<file path="src/hw/rtl/utdq_pkg.sv">
// Shared opcodes, status and finish codes, controller states and cell control for the task deque.
`timescale 1ns / 1ps

package utdq_pkg;

  // Operation codes carried on the input beat.
  localparam logic [2:0] OP_PUSH_BACK   = 3'd0;
  localparam logic [2:0] OP_PUSH_FRONT  = 3'd1;
  localparam logic [2:0] OP_TAKE_FRONT  = 3'd2;
  localparam logic [2:0] OP_MARK_ADD    = 3'd3;
  localparam logic [2:0] OP_MARK_REMOVE = 3'd4;
  localparam logic [2:0] OP_ERASE       = 3'd5;
  localparam logic [2:0] OP_ERASE_ALL   = 3'd6;

  // Response status codes.
  localparam logic [2:0] ST_OK        = 3'd0;
  localparam logic [2:0] ST_REPLACED  = 3'd1;
  localparam logic [2:0] ST_PUSHED    = 3'd2;
  localparam logic [2:0] ST_CANCELLED = 3'd3;
  localparam logic [2:0] ST_FULL      = 3'd4;
  localparam logic [2:0] ST_EMPTY     = 3'd5;
  localparam logic [2:0] ST_NOT_FOUND = 3'd6;

  // Finish codes in notifications.
  localparam logic [2:0] FC_NONE      = 3'd0;
  localparam logic [2:0] FC_CANCELLED = 3'd1;
  localparam logic [2:0] FC_PUSHED    = 3'd2;
  localparam logic [2:0] FC_REPLACED  = 3'd3;

  // Result kinds.
  localparam logic KIND_NOTICE   = 1'b0;
  localparam logic KIND_RESPONSE = 1'b1;

  // Controller states.
  typedef enum logic [3:0] {
    S_IDLE,
    S_MATCH,
    S_PICK,
    S_N1,
    S_N2,
    S_ACT,
    S_INS,
    S_TAKE,
    S_CLR,
    S_RESP
  } state_t;

  // Per-cell control: load a new entry, rewrite payload and notifier,
  // take the right neighbor (toward the back), take the left neighbor.
  typedef struct packed {
    logic load;
    logic repl;
    logic shl;
    logic shr;
  } cell_ctl_t;

endpackage

</file>
<file path="src/hw/rtl/utdq_cell.sv">
// One deque slot: holds an entry, compares its id and trades entries with its neighbors.
`timescale 1ns / 1ps

module utdq_cell #(
  parameter int ID_BITS      = 16,
  parameter int PAYLOAD_BITS = 32
) (
  input  logic                    clk,
  input  utdq_pkg::cell_ctl_t     ctl,
  input  logic [ID_BITS-1:0]      key,
  input  logic [ID_BITS-1:0]      new_id,
  input  logic [PAYLOAD_BITS-1:0] new_pay,
  input  logic                    new_mark,
  input  logic                    new_nt,
  input  logic [ID_BITS-1:0]      lf_id,
  input  logic [PAYLOAD_BITS-1:0] lf_pay,
  input  logic                    lf_mark,
  input  logic                    lf_nt,
  input  logic [ID_BITS-1:0]      rt_id,
  input  logic [PAYLOAD_BITS-1:0] rt_pay,
  input  logic                    rt_mark,
  input  logic                    rt_nt,
  output logic [ID_BITS-1:0]      id,
  output logic [PAYLOAD_BITS-1:0] pay,
  output logic                    mark,
  output logic                    nt,
  output logic                    match
);

  logic [ID_BITS-1:0]      id_r;
  logic [PAYLOAD_BITS-1:0] pay_r;
  logic                    mark_r;
  logic                    nt_r;

  // Entry storage; priority is load, rewrite, shift toward front, shift toward back.
  always_ff @(posedge clk) begin
    if (ctl.load) begin
      id_r   <= new_id;
      pay_r  <= new_pay;
      mark_r <= new_mark;
      nt_r   <= new_nt;
    end else if (ctl.repl) begin
      pay_r <= new_pay;
      nt_r  <= new_nt;
    end else if (ctl.shl) begin
      id_r   <= rt_id;
      pay_r  <= rt_pay;
      mark_r <= rt_mark;
      nt_r   <= rt_nt;
    end else if (ctl.shr) begin
      id_r   <= lf_id;
      pay_r  <= lf_pay;
      mark_r <= lf_mark;
      nt_r   <= lf_nt;
    end
  end

  assign id    = id_r;
  assign pay   = pay_r;
  assign mark  = mark_r;
  assign nt    = nt_r;
  assign match = (id_r == key);

endmodule

</file>
<file path="src/hw/rtl/uid_task_deque_with_cancel_marks.sv">
// Top level of the task deque: controller, result register and the row of entry cells.
`timescale 1ns / 1ps

// Bounded deque of tasks keyed by unique ids, with cancel marks, held in a row
// of QUEUE_DEPTH cells with the front in cell 0. One input beat is one
// operation; it returns zero or more notification beats and then one response
// beat with last set. An id lookup compares in every cell, then picks the
// first hit. It is followed by two notification slots, whether or not they
// emit, then neighbor shifting for removal, then insertion, then loading of
// the response. Take front and erase all shift the row one entry per cycle
// while the output slot is free: take front pops until a task comes out,
// erase all until the row is empty. An unused opcode goes straight to the
// response. A new beat is taken only when the previous response has been
// loaded.
module uid_task_deque_with_cancel_marks #(
  parameter int QUEUE_DEPTH  = 16,
  parameter int ID_BITS      = 16,
  parameter int PAYLOAD_BITS = 32
) (
  input  logic        clk,
  input  logic        rst_n,
  input  logic        in_valid,
  output logic        in_ready,
  input  logic [2:0]  in_opcode,
  input  logic [15:0] in_task_id,
  input  logic        in_replace_allowed,
  input  logic [31:0] in_work_payload,
  input  logic        in_wants_notice,
  input  logic [2:0]  in_given_finish,
  output logic        out_valid,
  input  logic        out_ready,
  output logic        out_result_kind,
  output logic [15:0] out_subject_id,
  output logic [2:0]  out_finish_code,
  output logic [2:0]  out_status,
  output logic [31:0] out_taken_payload,
  output logic        out_taken_has_notice,
  output logic [4:0]  out_occupancy,
  output logic [4:0]  out_removed_count,
  output logic        out_last
);

  localparam int D     = QUEUE_DEPTH;
  localparam int CNT_W = $clog2(QUEUE_DEPTH + 1);

  utdq_pkg::state_t state_r, state_nxt;

  // Captured operation.
  logic [2:0]              op_r, op_nxt;
  logic [ID_BITS-1:0]      key_r, key_nxt;
  logic [PAYLOAD_BITS-1:0] pay_r, pay_nxt;
  logic                    nt_r, nt_nxt;
  logic                    repl_r, repl_nxt;
  logic [2:0]              given_r, given_nxt;

  // Deque bookkeeping.
  logic [CNT_W-1:0]   count_r, count_nxt;
  logic [ID_BITS-1:0] ctr_r, ctr_nxt;

  // Lookup results.
  logic [D-1:0] match_r, match_nxt;
  logic [D-1:0] first_r, first_nxt;
  logic [D-1:0] ge_r, ge_nxt;

  // Planned steps of the operation.
  logic       n1_en_r, n1_en_nxt;
  logic [2:0] n1_fc_r, n1_fc_nxt;
  logic       n2_en_r, n2_en_nxt;
  logic       rm_r, rm_nxt;
  logic       rep_r, rep_nxt;
  logic       ins_r, ins_nxt;
  logic       insf_r, insf_nxt;

  // Response fields.
  logic [2:0]              st_r, st_nxt;
  logic [ID_BITS-1:0]      subj_r, subj_nxt;
  logic [PAYLOAD_BITS-1:0] tpay_r, tpay_nxt;
  logic                    tnt_r, tnt_nxt;
  logic [CNT_W-1:0]        rem_r, rem_nxt;

  // Output register.
  logic        out_valid_r, out_valid_nxt;
  logic        o_kind_r;
  logic [15:0] o_subj_r;
  logic [2:0]  o_fc_r;
  logic [2:0]  o_st_r;
  logic [31:0] o_pay_r;
  logic        o_tnt_r;
  logic [4:0]  o_occ_r;
  logic [4:0]  o_rem_r;
  logic        o_last_r;

  // Beat being loaded into the output register.
  logic                    emit;
  logic                    e_kind;
  logic [ID_BITS-1:0]      e_id;
  logic [2:0]              e_fc;
  logic [2:0]              e_st;
  logic [PAYLOAD_BITS-1:0] e_pay;
  logic                    e_tnt;
  logic [CNT_W-1:0]        e_occ;
  logic [CNT_W-1:0]        e_rem;
  logic                    e_last;
  logic [63:0]             e_id_w, e_pay_w, e_occ_w, e_rem_w;

  // Cell row.
  utdq_pkg::cell_ctl_t     ctl [D];
  logic [ID_BITS-1:0]      c_id [D];
  logic [PAYLOAD_BITS-1:0] c_pay [D];
  logic [D-1:0]            c_mark;
  logic [D-1:0]            c_nt;
  logic [D-1:0]            c_match;
  logic [ID_BITS-1:0]      new_id;
  logic [PAYLOAD_BITS-1:0] new_pay;
  logic                    new_mark;
  logic                    new_nt;

  // Misc combinational values.
  logic                    slot_free;
  logic [63:0]             in_id_w, in_pay_w;
  logic [ID_BITS-1:0]      id_in;
  logic [PAYLOAD_BITS-1:0] pay_in;
  logic [ID_BITS-1:0]      ctr_inc;
  logic [D-1:0]            first_c;
  logic                    hit_c, smark_c, snt_c;
  logic                    is_push_in;

  assign slot_free = !out_valid_r || out_ready;
  assign in_ready  = (state_r == utdq_pkg::S_IDLE);

  // Input fields at the internal widths.
  assign in_id_w  = {48'b0, in_task_id};
  assign in_pay_w = {32'b0, in_work_payload};
  assign id_in    = in_id_w[ID_BITS-1:0];
  assign pay_in   = in_pay_w[PAYLOAD_BITS-1:0];
  assign ctr_inc  = ctr_r + 1'b1;
  assign is_push_in = (in_opcode == utdq_pkg::OP_PUSH_BACK) ||
                      (in_opcode == utdq_pkg::OP_PUSH_FRONT);

  // First matching cell and its flags.
  assign first_c = match_r & (~match_r + 1'b1);
  assign hit_c   = |match_r;
  assign smark_c = |(first_c & c_mark);
  assign snt_c   = |(first_c & c_nt);

  // Data offered to a cell that loads or rewrites an entry.
  assign new_id   = key_r;
  assign new_mark = (op_r == utdq_pkg::OP_MARK_ADD);
  assign new_pay  = (op_r == utdq_pkg::OP_MARK_ADD) ? '0 : pay_r;
  assign new_nt   = (op_r == utdq_pkg::OP_MARK_ADD) ? 1'b1 : nt_r;

  // Next state.
  always_comb begin
    state_nxt = state_r;
    unique case (state_r)
      utdq_pkg::S_IDLE: begin
        if (in_valid) begin
          case (in_opcode)
            utdq_pkg::OP_TAKE_FRONT: state_nxt = utdq_pkg::S_TAKE;
            utdq_pkg::OP_ERASE_ALL:  state_nxt = utdq_pkg::S_CLR;
            utdq_pkg::OP_PUSH_BACK, utdq_pkg::OP_PUSH_FRONT, utdq_pkg::OP_MARK_ADD,
            utdq_pkg::OP_MARK_REMOVE, utdq_pkg::OP_ERASE: state_nxt = utdq_pkg::S_MATCH;
            default: state_nxt = utdq_pkg::S_RESP;
          endcase
        end
      end
      utdq_pkg::S_MATCH: state_nxt = utdq_pkg::S_PICK;
      utdq_pkg::S_PICK:  state_nxt = utdq_pkg::S_N1;
      utdq_pkg::S_N1: begin
        if (!n1_en_r || slot_free) state_nxt = utdq_pkg::S_N2;
      end
      utdq_pkg::S_N2: begin
        if (!n2_en_r || slot_free) state_nxt = utdq_pkg::S_ACT;
      end
      utdq_pkg::S_ACT: state_nxt = utdq_pkg::S_INS;
      utdq_pkg::S_INS: state_nxt = utdq_pkg::S_RESP;
      utdq_pkg::S_TAKE: begin
        if (count_r == '0) state_nxt = utdq_pkg::S_RESP;
        else if (slot_free && !c_mark[0]) state_nxt = utdq_pkg::S_RESP;
      end
      utdq_pkg::S_CLR: begin
        if (count_r == '0) state_nxt = utdq_pkg::S_RESP;
      end
      utdq_pkg::S_RESP: begin
        if (slot_free) state_nxt = utdq_pkg::S_IDLE;
      end
      default: state_nxt = utdq_pkg::S_IDLE;
    endcase
  end

  // Datapath and cell control per state.
  always_comb begin
    op_nxt    = op_r;
    key_nxt   = key_r;
    pay_nxt   = pay_r;
    nt_nxt    = nt_r;
    repl_nxt  = repl_r;
    given_nxt = given_r;
    count_nxt = count_r;
    ctr_nxt   = ctr_r;
    match_nxt = match_r;
    first_nxt = first_r;
    ge_nxt    = ge_r;
    n1_en_nxt = n1_en_r;
    n1_fc_nxt = n1_fc_r;
    n2_en_nxt = n2_en_r;
    rm_nxt    = rm_r;
    rep_nxt   = rep_r;
    ins_nxt   = ins_r;
    insf_nxt  = insf_r;
    st_nxt    = st_r;
    subj_nxt  = subj_r;
    tpay_nxt  = tpay_r;
    tnt_nxt   = tnt_r;
    rem_nxt   = rem_r;
    emit      = 1'b0;
    e_kind    = utdq_pkg::KIND_NOTICE;
    e_id      = key_r;
    e_fc      = utdq_pkg::FC_NONE;
    e_st      = utdq_pkg::ST_OK;
    e_pay     = '0;
    e_tnt     = 1'b0;
    e_occ     = '0;
    e_rem     = '0;
    e_last    = 1'b0;
    for (int i = 0; i < D; i++) ctl[i] = '0;

    unique case (state_r)
      utdq_pkg::S_IDLE: begin
        if (in_valid) begin
          op_nxt    = in_opcode;
          key_nxt   = id_in;
          pay_nxt   = pay_in;
          nt_nxt    = in_wants_notice;
          repl_nxt  = in_replace_allowed;
          given_nxt = in_given_finish;
          st_nxt    = (in_opcode == utdq_pkg::OP_TAKE_FRONT) ? utdq_pkg::ST_EMPTY
                                                             : utdq_pkg::ST_OK;
          subj_nxt  = '0;
          tpay_nxt  = '0;
          tnt_nxt   = 1'b0;
          rem_nxt   = (in_opcode == utdq_pkg::OP_ERASE_ALL) ? count_r : '0;
          // A push with id zero takes a fresh id; the counter skips zero.
          if (is_push_in && id_in == '0) begin
            key_nxt = ctr_r;
            ctr_nxt = (ctr_inc == '0) ? ID_BITS'(1) : ctr_inc;
          end
        end
      end

      // Every live cell compares its id with the key.
      utdq_pkg::S_MATCH: begin
        for (int i = 0; i < D; i++) match_nxt[i] = c_match[i] && (CNT_W'(i) < count_r);
      end

      // Pick the first hit and plan notifications and row updates.
      utdq_pkg::S_PICK: begin
        first_nxt = first_c;
        ge_nxt    = ~(first_c - 1'b1);
        n1_en_nxt = 1'b0;
        n1_fc_nxt = utdq_pkg::FC_CANCELLED;
        n2_en_nxt = 1'b0;
        rm_nxt    = 1'b0;
        rep_nxt   = 1'b0;
        ins_nxt   = 1'b0;
        insf_nxt  = 1'b0;
        case (op_r)
          utdq_pkg::OP_PUSH_BACK, utdq_pkg::OP_PUSH_FRONT: begin
            if (hit_c && smark_c) begin
              n1_en_nxt = nt_r;
              n2_en_nxt = snt_c;
              rm_nxt    = 1'b1;
              st_nxt    = utdq_pkg::ST_CANCELLED;
            end else if (hit_c && !repl_r) begin
              n1_en_nxt = nt_r;
              n1_fc_nxt = utdq_pkg::FC_PUSHED;
              st_nxt    = utdq_pkg::ST_PUSHED;
            end else if (hit_c) begin
              n1_en_nxt = snt_c;
              n1_fc_nxt = utdq_pkg::FC_REPLACED;
              rep_nxt   = 1'b1;
              subj_nxt  = key_r;
              st_nxt    = utdq_pkg::ST_REPLACED;
            end else begin
              ins_nxt  = 1'b1;
              insf_nxt = (op_r == utdq_pkg::OP_PUSH_FRONT);
            end
          end
          utdq_pkg::OP_MARK_ADD: begin
            n1_en_nxt = hit_c && snt_c;
            rm_nxt    = hit_c;
            ins_nxt   = 1'b1;
          end
          default: begin
            if (!hit_c || (op_r == utdq_pkg::OP_MARK_REMOVE && !smark_c)) begin
              st_nxt = utdq_pkg::ST_NOT_FOUND;
            end else begin
              n1_en_nxt = snt_c;
              n1_fc_nxt = given_r;
              rm_nxt    = 1'b1;
              subj_nxt  = key_r;
            end
          end
        endcase
      end

      utdq_pkg::S_N1: begin
        if (n1_en_r && slot_free) begin
          emit = 1'b1;
          e_fc = n1_fc_r;
        end
      end

      // The second notice only ever reports the cancelled mark.
      utdq_pkg::S_N2: begin
        if (n2_en_r && slot_free) begin
          emit = 1'b1;
          e_fc = utdq_pkg::FC_CANCELLED;
        end
      end

      // Close the gap at the hit, or rewrite the hit in place.
      utdq_pkg::S_ACT: begin
        if (rm_r) begin
          for (int i = 0; i < D; i++) ctl[i].shl = ge_r[i];
          count_nxt = count_r - 1'b1;
        end
        if (rep_r) begin
          for (int i = 0; i < D; i++) ctl[i].repl = first_r[i];
        end
      end

      // Insert at the front (whole row shifts back) or at the first free cell behind the tail.
      utdq_pkg::S_INS: begin
        if (ins_r) begin
          if (count_r >= CNT_W'(D)) begin
            st_nxt   = utdq_pkg::ST_FULL;
            subj_nxt = '0;
          end else begin
            subj_nxt  = key_r;
            count_nxt = count_r + 1'b1;
            for (int i = 0; i < D; i++) begin
              if (insf_r) begin
                ctl[i].load = (i == 0);
                ctl[i].shr  = (i != 0);
              end else begin
                ctl[i].load = (CNT_W'(i) == count_r);
              end
            end
          end
        end
      end

      // Pop the front once a cycle while the output slot is free, until a task comes out or the row is empty.
      utdq_pkg::S_TAKE: begin
        if (count_r != '0 && slot_free) begin
          for (int i = 0; i < D; i++) ctl[i].shl = 1'b1;
          count_nxt = count_r - 1'b1;
          if (c_mark[0]) begin
            emit = c_nt[0];
            e_id = c_id[0];
            e_fc = utdq_pkg::FC_CANCELLED;
          end else begin
            subj_nxt = c_id[0];
            tpay_nxt = c_pay[0];
            tnt_nxt  = c_nt[0];
            st_nxt   = utdq_pkg::ST_OK;
          end
        end
      end

      // Drain the row from the front, notifying as entries leave.
      utdq_pkg::S_CLR: begin
        if (count_r != '0 && slot_free) begin
          for (int i = 0; i < D; i++) ctl[i].shl = 1'b1;
          count_nxt = count_r - 1'b1;
          emit = c_nt[0];
          e_id = c_id[0];
          e_fc = given_r;
        end
      end

      utdq_pkg::S_RESP: begin
        if (slot_free) begin
          emit   = 1'b1;
          e_kind = utdq_pkg::KIND_RESPONSE;
          e_id   = subj_r;
          e_st   = st_r;
          e_pay  = tpay_r;
          e_tnt  = tnt_r;
          e_occ  = count_r;
          e_rem  = rem_r;
          e_last = 1'b1;
        end
      end

      default: ;
    endcase
  end

  // Widen the outgoing beat to port widths.
  always_comb begin
    e_id_w  = '0;
    e_pay_w = '0;
    e_occ_w = '0;
    e_rem_w = '0;
    e_id_w[ID_BITS-1:0]       = e_id;
    e_pay_w[PAYLOAD_BITS-1:0] = e_pay;
    e_occ_w[CNT_W-1:0]        = e_occ;
    e_rem_w[CNT_W-1:0]        = e_rem;
  end

  assign out_valid_nxt = emit || (out_valid_r && !out_ready);

  // Control registers.
  always_ff @(posedge clk) begin
    if (!rst_n) begin
      state_r     <= utdq_pkg::S_IDLE;
      count_r     <= '0;
      ctr_r       <= ID_BITS'(1);
      out_valid_r <= 1'b0;
    end else begin
      state_r     <= state_nxt;
      count_r     <= count_nxt;
      ctr_r       <= ctr_nxt;
      out_valid_r <= out_valid_nxt;
    end
  end

  // Operation and plan registers.
  always_ff @(posedge clk) begin
    op_r    <= op_nxt;
    key_r   <= key_nxt;
    pay_r   <= pay_nxt;
    nt_r    <= nt_nxt;
    repl_r  <= repl_nxt;
    given_r <= given_nxt;
    match_r <= match_nxt;
    first_r <= first_nxt;
    ge_r    <= ge_nxt;
    n1_en_r <= n1_en_nxt;
    n1_fc_r <= n1_fc_nxt;
    n2_en_r <= n2_en_nxt;
    rm_r    <= rm_nxt;
    rep_r   <= rep_nxt;
    ins_r   <= ins_nxt;
    insf_r  <= insf_nxt;
    st_r    <= st_nxt;
    subj_r  <= subj_nxt;
    tpay_r  <= tpay_nxt;
    tnt_r   <= tnt_nxt;
    rem_r   <= rem_nxt;
  end

  // Output beat register.
  always_ff @(posedge clk) begin
    if (emit) begin
      o_kind_r <= e_kind;
      o_subj_r <= e_id_w[15:0];
      o_fc_r   <= e_fc;
      o_st_r   <= e_st;
      o_pay_r  <= e_pay_w[31:0];
      o_tnt_r  <= e_tnt;
      o_occ_r  <= e_occ_w[4:0];
      o_rem_r  <= e_rem_w[4:0];
      o_last_r <= e_last;
    end
  end

  assign out_valid            = out_valid_r;
  assign out_result_kind      = o_kind_r;
  assign out_subject_id       = o_subj_r;
  assign out_finish_code      = o_fc_r;
  assign out_status           = o_st_r;
  assign out_taken_payload    = o_pay_r;
  assign out_taken_has_notice = o_tnt_r;
  assign out_occupancy        = o_occ_r;
  assign out_removed_count    = o_rem_r;
  assign out_last             = o_last_r;

  // Row of cells, front at index 0.
  for (genvar g = 0; g < D; g++) begin : g_cell
    logic [ID_BITS-1:0]      lf_id, rt_id;
    logic [PAYLOAD_BITS-1:0] lf_pay, rt_pay;
    logic                    lf_mark, rt_mark, lf_nt, rt_nt;

    if (g == 0) begin : g_lf_edge
      assign lf_id   = '0;
      assign lf_pay  = '0;
      assign lf_mark = 1'b0;
      assign lf_nt   = 1'b0;
    end else begin : g_lf
      assign lf_id   = c_id[g-1];
      assign lf_pay  = c_pay[g-1];
      assign lf_mark = c_mark[g-1];
      assign lf_nt   = c_nt[g-1];
    end

    if (g == D - 1) begin : g_rt_edge
      assign rt_id   = '0;
      assign rt_pay  = '0;
      assign rt_mark = 1'b0;
      assign rt_nt   = 1'b0;
    end else begin : g_rt
      assign rt_id   = c_id[g+1];
      assign rt_pay  = c_pay[g+1];
      assign rt_mark = c_mark[g+1];
      assign rt_nt   = c_nt[g+1];
    end

    utdq_cell #(
      .ID_BITS      (ID_BITS),
      .PAYLOAD_BITS (PAYLOAD_BITS)
    ) u_cell (
      .clk      (clk),
      .ctl      (ctl[g]),
      .key      (key_r),
      .new_id   (new_id),
      .new_pay  (new_pay),
      .new_mark (new_mark),
      .new_nt   (new_nt),
      .lf_id    (lf_id),
      .lf_pay   (lf_pay),
      .lf_mark  (lf_mark),
      .lf_nt    (lf_nt),
      .rt_id    (rt_id),
      .rt_pay   (rt_pay),
      .rt_mark  (rt_mark),
      .rt_nt    (rt_nt),
      .id       (c_id[g]),
      .pay      (c_pay[g]),
      .mark     (c_mark[g]),
      .nt       (c_nt[g]),
      .match    (c_match[g])
    );
  end

endmodule
</file>
<file path="config.mk">
export PLATFORM = sky130hd
export DESIGN_NAME = uid_task_deque_with_cancel_marks
export DESIGN_NICKNAME = d
export VERILOG_FILES = /design/src/hw/rtl/utdq_pkg.sv /design/src/hw/rtl/utdq_cell.sv /design/src/hw/rtl/uid_task_deque_with_cancel_marks.sv
export SDC_FILE = /design/constraint.sdc
export NUM_CORES = 2
export LEC_CHECK = 0
export ABC_CLOCK_PERIOD_IN_PS = 6480
export BUFFER_PORTS_ARGS = -buffer_cell sky130_fd_sc_hd__buf_2
export CORE_ASPECT_RATIO = 1.2
export CORE_MARGIN = 2
export CORE_UTILIZATION = 64
export DETAILED_ROUTE_END_ITERATION = 12
export PLACE_DENSITY_LB_ADDON = 0.3
export SLEW_MARGIN = 0
export SYNTH_ARGS = -nofsm -noshare
export SYNTH_HDL_FRONTEND = slang
export SYNTH_SLANG_ARGS = --single-unit
</file>
<file path="constraint.sdc">
create_clock -name clk -period 6.48 [get_ports clk]
set_clock_uncertainty 0.1 [all_clocks]
set_input_delay 1.296 -clock clk [delete_from_list [all_inputs] [get_ports clk]]
set_output_delay 1.296 -clock clk [all_outputs]
set_load 0.01 [all_outputs]
</file>
==> results_dict.tcl <==
set metrics [dict create \
    area_delta_synth_final_pct 7.47 \
    clockPowerShare 0.245 \
    ys_seq_area_frac 0.577 \
    num_vias 36500 \
    n_antenna_cell 0 \
    hpwl_mm 93.4 \
    placed_area_um2 55700 \
    finalHoldViolations 0 \
    cp_cell_sequence "nand4bb_1 > or3_1 > or4_1 > nand2_2 > buf_4 > or3_1 > buf_4" \
    syn_nets 4837 \
    cts_root_buf "clkbuf_16" \
    synthTopCellsByArea "edfxtp_1 57%, mux2i_1 13%, nand2_1 4.9%" \
    num_rows 117 \
    grt_max_degree 68 \
    path_class "reg -> reg" \
    core_um2 84800 \
    hp-class "reg -> reg" \
    drtIter0Drc 4188 \
    max_cap_violations 0 \
    end_kind "flip-flop" \
    stdcell_area_um2 58900 \
    nNetsFinal 4733 \
    initial_core_util 0.646 \
    yosysUniqueCellTypes 79 \
    async_reset_ff_frac 0 \
    synth_xor_area_frac 0.0441 \
    worstSetupStartpointType "flip-flop" \
    io_pins 129 \
    yosysWarnings 0 \
    gp_congestion 0.958 \
    vdd_ir_drop_max_mv 0.353 \
    period_minus_slack_ns 4.72 \
    pwr_density_cell_nw_per_um2 399 \
    worst_path_dominant_cell_family "simple AND/OR/NAND/NOR gates" \
    clock_path_buffers 3 \
    synth-compound-area-share 0.0921 \
    antenna_found_initial 1 \
    cp.depth 7 \
    period_share 0.728 \
    synthMuxAreaShare 0.141 \
    cts_setup_buffers 0 \
    syn_avg_cell_area_um2 11.5 \
    status "finished clean" \
    portBuffers 128 \
    total_power_mw 23.5 \
    p_comb_frac 0.282 \
    finalCoreUtilization 0.695 \
    die_y_um 324 \
    synth_area_um2 54800 \
    synth-seq-cells 1061 \
    p_int_mw 15.5 \
    synth_top_flop_cell "edfxtp_1" \
    cts_tree "yes" \
    rsz0062_at_grt "false" \
    synth_edf_count 1035 \
    worst_ep_required_time_ns 6.72 \
    cts_buffers 104 \
    power_switching_share 0.340 \
    yosys.area_share.simple 0.107 \
    cts.sinks 1061 \
    wirelength_mm 135 \
    critPathBufInv 2 \
    grt_pass1_wl_mm 211 \
    fp.dieArea_um2 88000 \
    slowest_stage "or4_1" \
    drcViolationCount 0 \
    path_clk_slew_ns 0.06 \
    grt_pass1_vias 37500 \
    synth_largest_area_cell "edfxtp_1" \
    critPathArrivalTime_ns 4.95 \
    tns_ns 0 \
    holdBufCountCts 0 \
    synth_top_family_by_area "multiplexers" \
    grt-ovfl-total 0 \
    hold_depth 1 \
    reg2regPathDepth 7 \
    vias_per_cell 6.20 \
    crit_fanout 66 \
    h-tree-depth 3 \
    drtAntennaViolNets 0 \
    drive_gt1_frac 0.0986 \
    critical-path-max-stage-delay_ns 1.02 \
    switchingPower_mw 8.00 \
    worst_pin_slew_ns 1.21 \
    max_freq_mhz 212 \
    synth_top_area_share 0.567 \
    synth_cells 4771 \
    synth_fa_ha_area_frac 0.00137 \
    maxSlewViolCount 0 \
    power_leakage_nw 18.3 \
    clk_latency_ns 0.70 \
    cts_resized 0 \
    power_frac_seq 0.473 \
    wl_per_cell_um 23.0 \
    drtPass1Iterations 9 \
    die_w_um 271 \
    grt.total_usage 0.304 \
    finalSetupViolCount 0 \
    slew_headroom 0.187 \
]
sequential cells by signal, summed over array words and instances (netlist names), 15 cells and up:
signal and flops:
match_r 16, ge_r 15, first_r 16, out_subject_id 16, subj_r 16, key_r 16, ctr_r 16, g_cell.u_cell.nt 16
g_cell.u_cell.mark 16, g_cell.u_cell.pay 512, tpay_r 32, out_taken_payload 32, g_cell.u_cell.id 256, pay_r 32
placed cells by master, fill, tap and decap left out, types with 6 or more instances in the layout:
master / count
clkinv_1: 24
nand4_1: 40
a22o_1: 33
a211oi_1: 8
nor2b_1: 11
a222oi_1: 16
edfxtp_1: 1035
clkbuf_16: 105
nand2b_2: 8
nor3_1: 16
mux2i_1: 716
dfxtp_1: 26
ha_1: 6
buf_2: 128
nand2_2: 6
nor4_1: 55
a21o_2: 14
nand2b_1: 17
a21oi_1: 128
or2_2: 6
o21ai_1: 226
and2_1: 129
mux2_2: 48
a21o_1: 17
o21ai_0: 426
nor3_2: 6
xor2_1: 165
nand3b_1: 9
nand2_1: 714
nand3_1: 31
inv_1: 33
clkinv_2: 21
o211ai_1: 6
xnor2_1: 111
clkbuf_1: 25
or3_1: 24
buf_4: 97
nor2_1: 158
and3_1: 19
Yosys cell counts, types with 42 or more instances:
cell	n
edfxtp_1	1035
nand2_1	719
mux2i_1	716
o21ai_0	427
clkbuf_1	276
o21ai_1	225
xor2_1	165
nor2_1	158
a21oi_1	129
and2_1	129
xnor2_1	111
buf_2	93
nor4_1	55
mux2_2	48
buf_4	42
worst reg2reg max path: stages (launching register included):
cell	delay, ns
dfxtp_1	0.73
nand4bb_1	0.57
or3_1	0.60
or4_1	1.02
nand2_2	0.18
buf_4	0.52
or3_1	0.21
buf_4	0.40
power groups by stage:
| stage | Clock (mW) | Combinational (mW) | Sequential, mW |
|---|---|---|---|
| 6_report | 5.77 | 6.63 | 11.1 |
| 5_1_grt | 6.04 | 7.20 | 11.2 |
| 4_1_cts | 5.80 | 6.58 | 11.1 |
| 3_5_place_dp | 0 | 6.55 | 11.2 |
| 3_3_place_gp | 0 | 6.31 | 11.2 |
| 2_1_floorplan | 0 | 4.99 | 10.7 |
worst paths after layout:
| check | from | to | slack (ns) |
|---|---|---|---|
| min | tnt_r | out_taken_has_notice | 0.42 |
| max reg2reg | state_r[2] | g_cell[5].u_cell.pay[7] | 1.76 |
| min reg2reg | tnt_r | out_taken_has_notice | 0.42 |
| max | state_r[2] | g_cell[5].u_cell.pay[7] | 1.76 |
routing by layer:
layer  vias to the layer above  routed length, um  GRT usage
li1                      17100                  -          -
met1                     17600              49700      0.361
met2                      1400              72300      0.547
met3                       374               6610     0.0315
met4                         0               6790      0.152
met5                         -                  0          0
kinds of logic after synthesis:
family | count (synthesis)
multiplexers | 764
flip-flops | 1061
XOR/XNOR | 276
AO/OA/AOI/OAI | 914
buffers and inverters | 471
adder cells (fa/ha/maj) | 6
AND/OR/NAND/NOR | 1279
area by class of cell:
cell class	count	area, um^2
clock buffers	130	2720
inverters	36	135
multi-input cells	3239	21200
well taps	1130	1410
fillers	5930	25900
repair buffers	225	1370
flip-flops and latches	1061	31600
clock inverters	57	412
metrics by stage:
step | hold WS (ns) | instances | setup slack (ns)
2_1_floorplan | 0.397 | 4771 | 1.99
3_3_place_gp | 0.399 | 5691 | 1.92
3_5_place_dp | 0.401 | 5691 | 1.81
4_1_cts | 0.416 | 5878 | 1.84
5_1_grt | 0.440 | 5878 | 1.42
6_report | 0.416 | 5878 | 1.76
(Power assumes the default switching activity.)
